File: src/rtl/core/assert_macros.svh
// assertion macros shared by the rtl core
// no dependencies; included by modules that carry assertions
`ifndef ASSERT_MACROS_SVH
`define ASSERT_MACROS_SVH
`ifndef SYNTHESIS
// checked on every edge out of reset
`define KAL_ASSERT(lbl, prop, msg) \
    lbl: assert property (@(posedge clk) disable iff (!rst_n) (prop)) else $error(msg);
// checked on every edge, reset included
`define KAL_ASSERT_ALWAYS(lbl, prop, msg) \
    lbl: assert property (@(posedge clk) (prop)) else $error(msg);
`else
`define KAL_ASSERT(lbl, prop, msg)
`define KAL_ASSERT_ALWAYS(lbl, prop, msg)
`endif
`endif

File: src/rtl/core/msk_pkg.sv
// package for the multichannel scalar kalman filter
// fixed-point widths, reset values and register indexes; no dependencies
package msk_pkg;

    // field widths
    localparam int CH_W     = 3;
    localparam int SAMPLE_W = 16;
    localparam int EST_W    = 24;
    localparam int GAIN_W   = 16;
    localparam int ERR_W    = 24;
    localparam int CFG_IDX_W = 1;

    // register indexes
    localparam logic [CFG_IDX_W-1:0] REG_MEASURE_ERROR = 1'b0;
    localparam logic [CFG_IDX_W-1:0] REG_PROCESS_NOISE = 1'b1;

    // reset values, Q8.16
    localparam logic [ERR_W-1:0] ONE_Q16          = 24'd65536;
    localparam logic [ERR_W-1:0] MEASURE_ERR_INIT = 24'd65536;
    localparam logic [ERR_W-1:0] PROC_NOISE_INIT  = 24'd655;
    localparam logic [ERR_W-1:0] ERR_MAX          = 24'hFFFFFF;

    // number of quotient bits for the gain divide
    localparam int DIV_STEPS = 17;

endpackage

File: src/rtl/core/multichannel_scalar_kalman.sv
// multichannel scalar kalman filter, top level
// uses msk_pkg and assert_macros.svh
//
// Each accepted word carries a channel and a 16-bit sample and yields one result word with
// the new estimate (Q16.8), the gain used (Q0.16) and the new error (Q8.16). The work runs on
// one shared datapath under a small sequencer: a load step, a restoring divide for the gain
// (skipped when the denominator is zero), three passes through a single 24x24 multiplier and
// a finishing step; a channel out of range goes from the load step straight to finishing.
// The result word reaches the output register in the same cycle that in_ready rises.
// in_ready is high only while the sequencer is idle, so no word is taken before the last
// one has finished; a finished result sits in the output register, so the next word can be
// taken while it waits, and that next word then holds in its finishing state until the
// waiting result is taken. Configuration writes are taken at once and are meant to happen
// only while the block is idle.
`include "assert_macros.svh"

module multichannel_scalar_kalman #(
    parameter int NUM_CHANNELS = 6
) (
    input  logic                            clk,
    input  logic                            rst_n,
    input  logic                            cfg_we,
    input  logic [msk_pkg::CFG_IDX_W-1:0]   cfg_index,
    input  logic [msk_pkg::ERR_W-1:0]       cfg_wdata,
    input  logic                            in_valid,
    output logic                            in_ready,
    input  logic [msk_pkg::CH_W-1:0]        channel,
    input  logic [msk_pkg::SAMPLE_W-1:0]    sample,
    output logic                            out_valid,
    input  logic                            out_ready,
    output logic [msk_pkg::CH_W-1:0]        channel_out,
    output logic [msk_pkg::EST_W-1:0]       estimate,
    output logic [msk_pkg::GAIN_W-1:0]      gain,
    output logic [msk_pkg::ERR_W-1:0]       error_estimate
);
    import msk_pkg::*;

    // sequencer codes
    localparam logic [2:0] S_IDLE = 3'd0;
    localparam logic [2:0] S_LD   = 3'd1;
    localparam logic [2:0] S_DIV  = 3'd2;
    localparam logic [2:0] S_M1   = 3'd3;
    localparam logic [2:0] S_M2   = 3'd4;
    localparam logic [2:0] S_M3   = 3'd5;
    localparam logic [2:0] S_FIN  = 3'd6;

    localparam int CNT_W = $clog2(DIV_STEPS + 1);

    // configuration and per-channel state
    logic [ERR_W-1:0] meas_err_reg;
    logic [ERR_W-1:0] proc_noise_reg;
    logic [EST_W-1:0] last_est_reg [NUM_CHANNELS];
    logic [ERR_W-1:0] est_err_reg  [NUM_CHANNELS];

    // sequencer and datapath registers
    logic [2:0]          state_reg, state_next;
    logic [CNT_W-1:0]    cnt_reg;
    logic [CH_W-1:0]     ch_reg;
    logic [SAMPLE_W-1:0] smp_reg;
    logic                oor_reg;
    logic [ERR_W-1:0]    err_reg;
    logic [EST_W-1:0]    last_reg;
    logic [ERR_W:0]      denom_reg;
    logic [EST_W-1:0]    absd_reg;
    logic                neg_reg;
    logic [ERR_W:0]      rem_reg;
    logic [DIV_STEPS-1:0] sh_reg;
    logic [DIV_STEPS-1:0] quo_reg;
    logic [GAIN_W-1:0]   gain_reg;
    logic [47:0]         prod_reg;
    logic [EST_W-1:0]    mag_reg;
    logic [ERR_W-1:0]    t1_reg;

    // output register
    logic                out_valid_reg;
    logic [CH_W-1:0]     ch_out_reg;
    logic [EST_W-1:0]    est_out_reg;
    logic [GAIN_W-1:0]   gain_out_reg;
    logic [ERR_W-1:0]    err_out_reg;

    // combinational helpers
    logic [ERR_W-1:0]    err_sel;
    logic [EST_W-1:0]    last_sel;
    logic [ERR_W:0]      denom_w;
    logic [EST_W-1:0]    target_w;
    logic [ERR_W+1:0]    trial_w;
    logic                ge_w;
    logic [GAIN_W-1:0]   gain_w;
    logic [23:0]         mul_a;
    logic [23:0]         mul_b;
    logic [EST_W-1:0]    est_w;
    logic [40:0]         nerr_sum_w;
    logic [ERR_W-1:0]    nerr_w;
    logic                accept_w;
    logic                out_free_w;
    logic                write_w;

    assign accept_w   = in_valid && in_ready;
    assign out_free_w = !out_valid_reg || out_ready;
    assign write_w    = (state_reg == S_FIN) && out_free_w && !oor_reg;

    // channel select from the state arrays
    always_comb
    begin
        err_sel  = '0;
        last_sel = '0;
        for (int i = 0; i < NUM_CHANNELS; i++)
        begin
            if (5'(ch_reg) == 5'(i))
            begin
                err_sel  = est_err_reg[i];
                last_sel = last_est_reg[i];
            end
        end
    end

    assign denom_w  = {1'b0, err_sel} + {1'b0, meas_err_reg};
    assign target_w = {smp_reg, 8'd0};

    // one restoring divide step
    assign trial_w = {rem_reg, sh_reg[DIV_STEPS-1]};
    assign ge_w    = trial_w >= {1'b0, denom_reg};
    assign gain_w  = quo_reg[DIV_STEPS-1] ? {GAIN_W{1'b1}} : quo_reg[GAIN_W-1:0];

    // shared multiplier operand select
    always_comb
    begin
        case (state_reg)
            S_M1:
            begin
                mul_a = {8'd0, gain_w};
                mul_b = absd_reg;
            end
            S_M2:
            begin
                mul_a = ONE_Q16 - {8'd0, gain_reg};
                mul_b = err_reg;
            end
            S_M3:
            begin
                mul_a = mag_reg;
                mul_b = proc_noise_reg;
            end
            default:
            begin
                mul_a = '0;
                mul_b = '0;
            end
        endcase
    end

    // final estimate and saturated error
    assign est_w      = neg_reg ? (last_reg - mag_reg) : (last_reg + mag_reg);
    assign nerr_sum_w = {17'd0, t1_reg} + {1'b0, prod_reg[47:8]};
    assign nerr_w     = (nerr_sum_w > {17'd0, ERR_MAX}) ? ERR_MAX : nerr_sum_w[ERR_W-1:0];

    // sequencer next state
    always_comb
    begin
        state_next = state_reg;
        case (state_reg)
            S_IDLE:
            begin
                if (accept_w)
                    state_next = S_LD;
            end
            S_LD:
            begin
                if (oor_reg)
                    state_next = S_FIN;
                else if (denom_w == '0)
                    state_next = S_M1;
                else
                    state_next = S_DIV;
            end
            S_DIV:
            begin
                if (cnt_reg == CNT_W'(DIV_STEPS - 1))
                    state_next = S_M1;
            end
            S_M1:    state_next = S_M2;
            S_M2:    state_next = S_M3;
            S_M3:    state_next = S_FIN;
            S_FIN:
            begin
                if (out_free_w)
                    state_next = S_IDLE;
            end
            default: state_next = S_IDLE;
        endcase
    end

    // control registers
    always_ff @(posedge clk or negedge rst_n)
    begin
        if (!rst_n)
        begin
            state_reg      <= S_IDLE;
            cnt_reg        <= '0;
            out_valid_reg  <= 1'b0;
            meas_err_reg   <= MEASURE_ERR_INIT;
            proc_noise_reg <= PROC_NOISE_INIT;
            for (int i = 0; i < NUM_CHANNELS; i++)
            begin
                last_est_reg[i] <= '0;
                est_err_reg[i]  <= ONE_Q16;
            end
        end
        else
        begin
            state_reg <= state_next;

            // divide step counter
            if (state_reg == S_DIV)
                cnt_reg <= cnt_reg + 1'b1;
            else
                cnt_reg <= '0;

            // output handshake
            if (state_reg == S_FIN && out_free_w)
                out_valid_reg <= 1'b1;
            else if (out_ready)
                out_valid_reg <= 1'b0;

            // configuration writes
            if (cfg_we)
            begin
                case (cfg_index)
                    REG_MEASURE_ERROR: meas_err_reg   <= cfg_wdata;
                    REG_PROCESS_NOISE: proc_noise_reg <= cfg_wdata;
                    default:           ;
                endcase
            end

            // channel state update
            for (int i = 0; i < NUM_CHANNELS; i++)
            begin
                if (write_w && 5'(ch_reg) == 5'(i))
                begin
                    last_est_reg[i] <= est_w;
                    est_err_reg[i]  <= nerr_w;
                end
            end
        end
    end

    // datapath registers
    always_ff @(posedge clk)
    begin
        case (state_reg)
            S_IDLE:
            begin
                if (accept_w)
                begin
                    ch_reg  <= channel;
                    smp_reg <= sample;
                    oor_reg <= 5'(channel) >= 5'(NUM_CHANNELS);
                end
            end
            S_LD:
            begin
                err_reg   <= err_sel;
                last_reg  <= last_sel;
                denom_reg <= denom_w;
                neg_reg   <= target_w < last_sel;
                absd_reg  <= (target_w < last_sel) ? (last_sel - target_w)
                                                   : (target_w - last_sel);
                rem_reg   <= {2'b00, err_sel[ERR_W-1:1]};
                sh_reg    <= {err_sel[0], 16'd0};
                quo_reg   <= '0;
            end
            S_DIV:
            begin
                rem_reg <= ge_w ? 25'(trial_w - {1'b0, denom_reg}) : trial_w[ERR_W:0];
                sh_reg  <= {sh_reg[DIV_STEPS-2:0], 1'b0};
                quo_reg <= {quo_reg[DIV_STEPS-2:0], ge_w};
            end
            S_M1:
            begin
                gain_reg <= gain_w;
                prod_reg <= mul_a * mul_b;
            end
            S_M2:
            begin
                mag_reg  <= prod_reg[39:16];
                prod_reg <= mul_a * mul_b;
            end
            S_M3:
            begin
                t1_reg   <= prod_reg[39:16];
                prod_reg <= mul_a * mul_b;
            end
            S_FIN:
            begin
                if (out_free_w)
                begin
                    ch_out_reg   <= ch_reg;
                    est_out_reg  <= oor_reg ? '0 : est_w;
                    gain_out_reg <= oor_reg ? '0 : gain_reg;
                    err_out_reg  <= oor_reg ? '0 : nerr_w;
                end
            end
            default: ;
        endcase
    end

    // ports
    assign in_ready       = (state_reg == S_IDLE);
    assign out_valid      = out_valid_reg;
    assign channel_out    = ch_out_reg;
    assign estimate       = est_out_reg;
    assign gain           = gain_out_reg;
    assign error_estimate = err_out_reg;

    // checks
    `KAL_ASSERT_ALWAYS(a_cnt_range, cnt_reg <= CNT_W'(DIV_STEPS), "divide counter out of range")
    `KAL_ASSERT(a_accept_load, accept_w |=> state_reg == S_LD, "accepted word not loaded")
    `KAL_ASSERT(a_rem_below, state_reg == S_DIV |-> rem_reg < denom_reg, "remainder not below divisor")
    `KAL_ASSERT(a_zero_denom, (state_reg == S_M1 && denom_reg == '0) |-> gain_w == '0, "gain nonzero on zero denominator")
    `KAL_ASSERT(a_oor_zero, (out_valid && 5'(channel_out) >= 5'(NUM_CHANNELS)) |-> (estimate == '0 && gain == '0 && error_estimate == '0), "bad channel result not zero")

endmodule

File: config.mk
export PLATFORM = sky130hd
export DESIGN_NAME = multichannel_scalar_kalman
export DESIGN_NICKNAME = d
export VERILOG_FILES = /design/src/rtl/core/msk_pkg.sv /design/src/rtl/core/multichannel_scalar_kalman.sv
export VERILOG_INCLUDE_DIRS = /design/src /design/src/rtl/core
export SDC_FILE = /design/constraint.sdc
export NUM_CORES = 2
export LEC_CHECK = 0
export BUFFER_PORTS_ARGS = -buffer_cell sky130_fd_sc_hd__buf_4
export CAP_MARGIN = 25
export CORE_UTILIZATION = 60
export CTS_BUF_LIST = sky130_fd_sc_hd__clkbuf_4 sky130_fd_sc_hd__clkbuf_8
export DETAILED_ROUTE_END_ITERATION = 6
export MAX_ROUTING_LAYER = met4
export PLACE_DENSITY = 0.84
export RECOVER_POWER = 25
export REMOVE_ABC_BUFFERS = 1
export SETUP_SLACK_MARGIN = 0.15
export SLEW_MARGIN = 20
export SYNTH_ARGS = -nofsm -noshare
export SYNTH_HDL_FRONTEND = slang
export SYNTH_SLANG_ARGS = --single-unit
File: constraint.sdc
create_clock -name clk -period 10.32 [get_ports clk]
set_input_delay 0.516 -clock clk [delete_from_list [all_inputs] [get_ports clk]]
set_output_delay 0.516 -clock clk [all_outputs]
set_load 0.005 [all_outputs]
==> flow_summary.ini <==
[drt]
vias_per_cell = 6.12
detailedRoute.firstIterationViolations = 4555
wl_per_instance_um = 22.8
drcViolationCount = 0
detailroute.via_count = 41194
postRouteWirelength_um = 153000
detail-route-antenna-nets = 0
dr.pass1.iters = 7

[synth]
synth-edff-count = 331
ys.warnings.count = 0
synth_adder_area_share = 0.259
asyncSetResetFlopFracSynth = 0.510
synth_compound_gate_area_share = 0.110
synthXorXnorAreaFrac = 0.0308
synth_seq_cells = 676
synth_top_family_by_area = adder cells
netlist-cell-type-count = 91
yosysSeqAreaShare = 0.357
syn_area_per_cell_sq_um = 9.75
post_synth_and_or_nand_nor_area_fraction = 0.127
synth.cell_area_sq_um = 52100
syn_inst = 5343
synth-main-ff-cell = dfrtp_1
synth.mux.area_fraction = 0.0438

[critical_path]
timing.rr.start = gain_reg[2]
slowest_stage = nand3_1
timing.critical_path.buf_inv = 4
regToRegSetupSlack_ns = 0.65
cp_common_cell = fa_1
critPathRequiredTime_ns = 10.83
critical-path-max-stage-delay_ns = 0.61
path_class = register to register
crit_path_arrival_time_ns = 10.17
timing.critical_path.max_delay_family = adder cells
setup.worst_path.end_class = register
critical_path.startpoint_type = register
critPathMaxFanout = 14
r2r.worst_path.cells = 30
r2r-end = prod_reg[44]

[grt]
groute.layer.met2.usage = 0.558
vias_in_the_first_global_route = 41484
global_route.overflow_total = 0
grt_start_max_net_pins = 140
global_route.usage.met3 = 0.0758
wire_length_of_the_first_global_routing_pass_um = 235000
grt_antenna_before_repair = 4
global_route.peak_usage_layer = met2
grt.total_usage = 0.367
grtUsageMet1 = 0.451

[timing]
fin_crit_ns = 9.67
max_freq_ghz = 0.103
setup_viol = 0
timing.clock.skew_ns = 0.0621
timing.final.crit_share = 0.937
fin_tns_setup_ns = 0
hold_viol = 0
post-route-worst-setup-slack_ns = 0.655
actual_transition_at_the_worst_max_transition_pin_ns = 5.36
fin_max_slew_vios = 249
slew_headroom = -2.57
rsz0062_at_grt = false

[power_and_ir_drop]
max-vdd-ir-drop_mv = 0.181
p_per_area_nw_per_um2 = 303
power.leakage_nw = 26.8

[placement]
place.gp.congestion = 1.01
dp_hpwl_um = 113000
placement.cell_area_sq_um = 54500
pre_cts_ws_ns = 0.739
port-buffer-count = 117

[cts]
cts_repair_resize_count = 0
clock_latency_ns = 0.79
cts_post_setup_buffers_inserted = 0
cts_tree = yes
cts.sinks = 676
cts_buffers = 111
cts.root.buffer_cell = clkbuf_8
cts-hold-fix-buffers = 34
clock_path_buffers = 3
cts.clk_slew.worst_paths_ns = 0.07
htree_num_levels = 3

[hold_path]
hold_path_class = primary input to register
worst_hold_path.endpoint = meas_err_reg[15]
min_path_cells = 2
worstHoldStart = cfg_wdata[15]

[layout]
layout.filler_cells = 6452
mostFrequentLayoutCell = inv_1
final_net_count = 6318
syn_to_final_growth_pct = 9.87
multi_input_gate_area_sq_um = 29800
final-seq-area_sq_um = 18600
layout_common_cells = 733 x inv_1, 676 x nand2_1, 589 x nor2_1
finalInstanceArea_sq_um = 57200
final_layout_size_suffix_gt1_frac = 0.0997

[run]
max_cap_viol_count = 4

[floorplan]
fp.dieArea_sq_um = 88000
placeableCoreArea_sq_um = 85500
ios = 118
floorplan.die.width_um = 297
start_util = 0.609
rows = 107
floorplan.die.height_um = 297

[outcome]
status = finished with violations
failed_checks = max-capacitance violations, max-slew violations
-- cells in the mapped netlist (41+ instances only) --
library cell / instances / area [sq um]
a21o_1: 67 / 503
a31oi_1: 166 / 1040
and3_1: 49 / 307
mux2i_1: 156 / 1560
o21ai_1: 52 / 260
edfxtp_1: 331 / 9940
inv_1: 734 / 2760
nor2_1: 594 / 2230
o21ai_0: 189 / 946
ha_1: 301 / 3770
nor2b_1: 41 / 257
dfrtp_1: 332 / 8310
a21oi_1: 223 / 1120
clkbuf_1: 209 / 785
fa_1: 486 / 9730
xnor2_1: 114 / 998
nand2_1: 677 / 2540
mux2_2: 51 / 574
xor2_1: 69 / 604
-- worst register-to-register path, delay by kind of cell, from the launching register on --
family,cells,cell delay [ns]
buffers and inverters,4,0.33
XOR/XNOR,2,0.27
AO/OA/AOI/OAI,9,2.39
AND/OR/NAND/NOR,7,2.08
adder cells (fa/ha/maj),8,3.88
flip-flops,1,0.46
-- report_power, final --
| part | switching (mW) | leakage [nW] | internal [mW] |
|---|---|---|---|
| Sequential | 0.637 | 7.61 | 4.18 |
| Combinational | 6.58 | 17.9 | 3.45 |
| Clock | 1.14 | 1.25 | 1.36 |
-- layer usage --
layer	vias up	part of all wire
met5	-	0
met4	0	0.074
met3	605	0.11
met2	2455	0.46
met1	20182	0.36
li1	17952	-
-- final cells by class --
cell class | instances | area share
antenna | 6 | 0.000262
inverter | 734 | 0.0481
clock buffer | 164 | 0.0354
multi-input combinational | 3675 | 0.521
clock inverter | 43 | 0.00577
timing repair buffer | 284 | 0.0393
sequential | 676 | 0.325
tap | 1144 | 0.0250
-- logic make-up (layout without fill, tap and decap cells) --
kind of cell               count (synthesis)  after routing
and+or+nand+nor                         1567           1567
buffers and inverters                    992           1225
AOI/OAI and AO/OA                        923            923
adders and majority gates                787            787
DFF                                      676            676
muxes                                    215            215
xor gates and xnor gates                 183            183
other                                      0              6
-- through the flow --
step            util  power [mW]  hold WS, ns  std cells
2_1_floorplan      -        11.1        0.220       5085
3_3_place_gp   0.636        14.2        0.456       6469
3_5_place_dp   0.637        14.5        0.460       6472
4_1_cts        0.668        17.1      0.00701       6713
5_1_grt        0.669        18.4       0.0329       6723
6_report       0.669        17.4       0.0478       6726
-- worst max path at each step --
stage	start	endpoint	slack, ns	depth (start not counted)
floorplan	state_reg[0]	state_reg[0]	-0.84	10
global placement	gain_reg[2]	prod_reg[44]	0.91	30
detailed placement	gain_reg[2]	prod_reg[44]	0.74	30
CTS	gain_reg[2]	prod_reg[44]	0.72	30
global route	gain_reg[2]	prod_reg[44]	0.24	31
finish	gain_reg[2]	prod_reg[44]	0.65	30
No activity file was read; power rests on OpenSTA's default activity.
